==> src/hw/rtl/gn3_pkg.sv <==
// Shared types, constants and arithmetic helpers for the 3D gradient noise block.
package gn3_pkg;

    localparam int TABLE_SIZE = 256;
    localparam int IDX_W      = $clog2(TABLE_SIZE);
    localparam int BYTE_W     = 8;
    localparam int FRAC_BITS  = 16;
    localparam int COORD_W    = 32;
    localparam int OUT_W      = 18;
    localparam int VAL_W      = 20;
    localparam int FADE_W     = FRAC_BITS + 1;
    localparam int POLY_W     = FRAC_BITS + 7;
    localparam int PROD_W     = VAL_W + FADE_W + 2;

    localparam logic FUNC_WRITE = 1'b0;
    localparam logic FUNC_EVAL  = 1'b1;

    typedef logic [IDX_W-1:0]            idx_t;
    typedef logic [BYTE_W-1:0]           byte_t;
    typedef logic [FRAC_BITS-1:0]        frac_t;
    typedef logic [FADE_W-1:0]           fade_t;
    typedef logic signed [VAL_W-1:0]     val_t;

    localparam fade_t FADE_ONE = fade_t'(1) << FRAC_BITS;
    localparam val_t  VAL_ONE  = val_t'(1) << FRAC_BITS;
    localparam val_t  OUT_HI   = val_t'((1 << (OUT_W - 1)) - 1);
    localparam val_t  OUT_LO   = -val_t'(1 << (OUT_W - 1));

    typedef struct packed {
        logic  en;
        logic  wr_en;
        idx_t  wr_addr;
        byte_t wr_data;
    } mem_ctl_t;

    function automatic frac_t frac_mul(input frac_t a, input frac_t b);
        logic [2*FRAC_BITS-1:0] p;
        p = {{FRAC_BITS{1'b0}}, a} * {{FRAC_BITS{1'b0}}, b};
        return p[2*FRAC_BITS-1:FRAC_BITS];
    endfunction

    function automatic fade_t fade(input frac_t t3, input frac_t t4, input frac_t t5);
        logic signed [POLY_W-1:0] a3;
        logic signed [POLY_W-1:0] a4;
        logic signed [POLY_W-1:0] a5;
        logic signed [POLY_W-1:0] s;
        a3 = POLY_W'(t3);
        a4 = POLY_W'(t4);
        a5 = POLY_W'(t5);
        s = POLY_W'(a5 * POLY_W'(6)) - POLY_W'(a4 * POLY_W'(15)) + POLY_W'(a3 * POLY_W'(10));
        if (s < 0)
        begin
            return '0;
        end
        else if (s > POLY_W'(FADE_ONE))
        begin
            return FADE_ONE;
        end
        return s[FADE_W-1:0];
    endfunction

    function automatic val_t corner_dot(input logic [3:0] k, input val_t dx, input val_t dy,
                                        input val_t dz);
        val_t p;
        val_t q;
        p = (k < 4'd8) ? dx : dy;
        if (k < 4'd4)
        begin
            q = dy;
        end
        else if (k == 4'd12 || k == 4'd14)
        begin
            q = dx;
        end
        else
        begin
            q = dz;
        end
        return (k[0] ? -p : p) + (k[1] ? -q : q);
    endfunction

    function automatic val_t blend(input fade_t w, input val_t a, input val_t b);
        logic signed [VAL_W:0]    d;
        logic signed [PROD_W-1:0] p;
        logic signed [PROD_W-1:0] sh;
        d  = (VAL_W+1)'(b) - (VAL_W+1)'(a);
        p  = $signed({1'b0, w}) * d;
        sh = p >>> FRAC_BITS;
        return a + sh[VAL_W-1:0];
    endfunction

endpackage

==> src/hw/rtl/gn3_mem.sv <==
// Permutation table copy: one write port, two registered read ports, identity reset.
module gn3_mem (
    input  logic             clk,
    input  logic             rst_n,
    input  gn3_pkg::mem_ctl_t ctl,
    input  gn3_pkg::idx_t    rd_addr0,
    input  gn3_pkg::idx_t    rd_addr1,
    output gn3_pkg::byte_t   rd_data0,
    output gn3_pkg::byte_t   rd_data1
);
    import gn3_pkg::*;

    byte_t                 mem [TABLE_SIZE];
    logic [TABLE_SIZE-1:0] set_reg;

    always_ff @(posedge clk or negedge rst_n)
    begin
        if (!rst_n)
        begin
            set_reg <= '0;
        end
        else if (ctl.en && ctl.wr_en)
        begin
            set_reg[ctl.wr_addr] <= 1'b1;
        end
    end

    always_ff @(posedge clk)
    begin
        if (ctl.en && ctl.wr_en)
        begin
            mem[ctl.wr_addr] <= ctl.wr_data;
        end
    end

    always_ff @(posedge clk)
    begin
        if (ctl.en)
        begin
            rd_data0 <= set_reg[rd_addr0] ? mem[rd_addr0] : byte_t'(rd_addr0);
            rd_data1 <= set_reg[rd_addr1] ? mem[rd_addr1] : byte_t'(rd_addr1);
        end
    end

endmodule

==> config.mk <==
export PLATFORM = sky130hd
export DESIGN_NAME = gn3_mem
export DESIGN_NICKNAME = d
export VERILOG_FILES = /design/src/hw/rtl/gn3_pkg.sv /design/src/hw/rtl/gn3_mem.sv
export SDC_FILE = /design/constraint.sdc
export NUM_CORES = 2
export LEC_CHECK = 0
export BUFFER_PORTS_ARGS = -buffer_cell sky130_fd_sc_hd__clkbuf_2
export CAP_MARGIN = 25
export CORE_UTILIZATION = 58
export DETAILED_ROUTE_END_ITERATION = 12
export PLACE_DENSITY_LB_ADDON = 0.1
export SETUP_SLACK_MARGIN = 0.5
export SLEW_MARGIN = 10
export SYNTH_ARGS = -nofsm -noshare
export SYNTH_HDL_FRONTEND = slang
export SYNTH_SLANG_ARGS = --single-unit
==> constraint.sdc <==
create_clock -name clk -period 3 [get_ports clk]
set_input_delay 0 -clock clk [delete_from_list [all_inputs] [get_ports clk]]
set_output_delay 0 -clock clk [all_outputs]
set_load 0.1 [all_outputs]
==> results.sh <==
export IMPL_cts_max_path_buffers=3
export IMPL_antenna_found_initial=18
export IMPL_final_cells=9130
export IMPL_peakVddDrop_v=0.000590
export IMPL_dpl_instance_area_mm2=0.118
export IMPL_skew_ns=0.0366
export IMPL_slew_limit_headroom_pct=32.5
export IMPL_largest_reg_flops=2048
export IMPL_whs_path_depth=5
export IMPL_period_share_pct=99.3
export IMPL_syn2layout_area_growth_pct=16.5
export IMPL_cap_viol_max_count=0
export IMPL_tightest_slew_ns=1.01
export IMPL_synth_nets=5695
export IMPL_wl_mm=337
export IMPL_worst_path_buf_inv=1
export IMPL_cp_cell_sequence="mux4_2, mux4_2, a211o_1, a211oi_4, buf_4, a31o_4, a31o_4, mux2_2"
export IMPL_gp_congestion=0.990
export IMPL_crit_cells=8
export IMPL_synth_area_per_cell_um2=19.2
export IMPL_place_ws_ns=-0.745
export IMPL_drt_pass1_iter_count=6
export IMPL_synth_top_cell_by_area="edfxtp_1"
export IMPL_wl_per_cell_um=36.9
export IMPL_drive_above_1_share_pct=42.6
export IMPL_endpoint_kind="flip-flop"
export IMPL_ys_ff_latch=2320
export IMPL_ys_types=64
export IMPL_required_ns=3.65
export IMPL_cts_tree="yes"
export IMPL_worstSetupPathType="flip-flop to flip-flop"
export IMPL_worst_path_max_delay_cell="mux4_2"
export IMPL_num_vias=64900
export IMPL_grt_max_degree=113
export IMPL_yosysSeqAreaShare_pct=62.9
export IMPL_hp_class="primary input to flip-flop"
export IMPL_synthFlopType="edfxtp_1"
export IMPL_netlist_instances=5659
export IMPL_p_per_area_mw_per_mm2=570
export IMPL_h_tree_depth=4
export IMPL_cp_top_family="multiplexers"
export IMPL_synthArstFlopShare_pct=11.0
export IMPL_drtIter0Drc=8779
export IMPL_numCtsBuffers=231
export IMPL_chipWidth_um=435
export IMPL_max_freq_mhz=336
export IMPL_synthTopCellsByArea="edfxtp_1, mux4_2, dfrtp_1, mux2i_1, or2_2"
export IMPL_cpPeakStageDelay_ns=0.55
export IMPL_rsz0062_at_grt="true"
export IMPL_cp_arrival_ns=3.63
export IMPL_final_common_cell="edfxtp_1"
export IMPL_dp_cells=8639
export IMPL_grt_pass1_vias=65200
export IMPL_root_buffer="clkbuf_16"
export IMPL_crit_path_start_kind="flip-flop"
export IMPL_yosysTopAreaCellShare_pct=57.0
export IMPL_maxSlewViolCount=0
export IMPL_portBuffers=51
export IMPL_grt_ovfl_total=0
export IMPL_path_clk_slew_ns=0.06
export IMPL_initial_core_util_pct=58.5
export IMPL_setup_ws_ns=0.0197
export IMPL_fin_area_mm2=0.127
export IMPL_timing_reg2reg_setup_slack_ns=0.02
export IMPL_die_height_um=435
export IMPL_core_area_mm2=0.186
export IMPL_track_usage_pct=36.0
export IMPL_post_drt_via_cell_ratio=7.11
export IMPL_finalSetupViolations=0
export IMPL_layout_common_cells="edfxtp_1, mux4_2, buf_4, nor2_1, mux2i_1"
export IMPL_r2r_cells=8
export IMPL_syn_area_mm2=0.109
export IMPL_clk_latency_ns=0.89
export IMPL_clock_sinks=2320
export IMPL_synth_edf_count=2064
export IMPL_period_minus_slack_ns=2.98
export IMPL_grt_pass1_wl_mm=480
export IMPL_drc_errors=0
export IMPL_postRouteAntennaNets=0
export IMPL_dp_hpwl_mm=231
export IMPL_yosys_warnings=0
export IMPL_num_rows=158
export IMPL_run_status="finished, final reports clean"
export IMPL_cp_max_fo=7
export IMPL_fin_tns_setup_ns=0
export IMPL_ios=52
export IMPL_leakagePower_uw=0.0442
export IMPL_hold_violations=0
export IMPL_nets=6470
export IMPL_die_area_mm2=0.189
## metal layers
layer	vias to the layer above	GRT usage [%]	wire [µm]
li1	25600	-	-
met1	34400	50.1	124000
met2	4168	53.6	154000
met3	763	10.4	41900
met4	20	15.6	16400
met5	-	0	142
## cell usage after synthesis, types with 27 or more instances
library cell / count
nand3_1: 34
or2_2: 258
mux2_2: 37
buf_2: 91
dfrtp_1: 256
o22ai_1: 65
nor3_1: 36
buf_6: 60
mux2i_1: 288
buf_1: 37
a22o_1: 29
clkbuf_1: 160
nand2_1: 130
a221oi_1: 36
edfxtp_1: 2064
buf_4: 68
nor2b_1: 27
mux4_2: 1150
nor2_1: 326
a21oi_1: 43
a22oi_1: 172
o211ai_1: 43
## worst min-delay path, cell delays in order
cell	delay (ns)
clkbuf_2	0.19
nor2_1	0.11
nand2_1	0.12
buf_12	0.27
nor2_1	0.12
## final timing paths
kind / from / endpoint
setup / recovery: set_reg[107] / rd_data0[1]
hold reg to reg: set_reg[206] / set_reg[206]
min in group asynchronous: rst_n / set_reg[204]
setup reg to reg: set_reg[107] / rd_data0[1]
max in group asynchronous: rst_n / set_reg[65]
hold / removal: ctl[10] / mem[35][7]
## where the power goes
group          internal, µW  switching (µW)  total [µW]  leakage, µW
logic                  2950            4030        6970       0.0183
clock network         17200           12500       29700      0.00383
registers             35400             182       35600       0.0221
total                 55600           16700       72300       0.0442
## layout make-up
type | instances | area, µm²
Antenna cell | 8 | 20.0
Clock buffer | 304 | 6420
Clock inverter | 137 | 1370
Fill cell | 12100 | 59100
Inverter | 9 | 37.5
Multi-Input combinational cell | 2892 | 38200
Sequential cell | 2320 | 68400
Tap cell | 2480 | 3100
Timing Repair Buffer | 980 | 9180
## stage by stage
stage	util [%]	total power, µW	hold slack [ns]
after floorplan	-	39900	-0.296
after global placement	63.5	42800	0.00458
after detailed placement	63.5	42900	-0.000851
after CTS	68.1	72300	0.0252
after global routing	68.2	73800	0.139
final	68.2	72300	0.128
## cell families (layout without fill, tap and decap cells)
kind of cell | Yosys count | count (layout) | share of synthesized area, %
DFF | 2320 | 2320 | 62.9
AOI/OAI and AO/OA | 533 | 533 | 3.61
buffers and inverters | 447 | 1430 | 2.55
and+or+nand+nor | 877 | 877 | 3.93
muxes | 1482 | 1482 | 27.0
other | 0 | 8 | 0
## repair_timing
| action | CTS | global route |
|---|---|---|
| hold buffers | 30 | 0 |
| pin swaps | 12 | 18 |
| gates cloned | 1 | 0 |
| endpoints found under the hold margin | 1733 | 0 |
| setup endpoints to repair | 16 | 16 |
| buffers inserted | 7 | 4 |
| gates resized for setup | 62 | 36 |
Note: power is estimated with default switching activity, not from simulation.
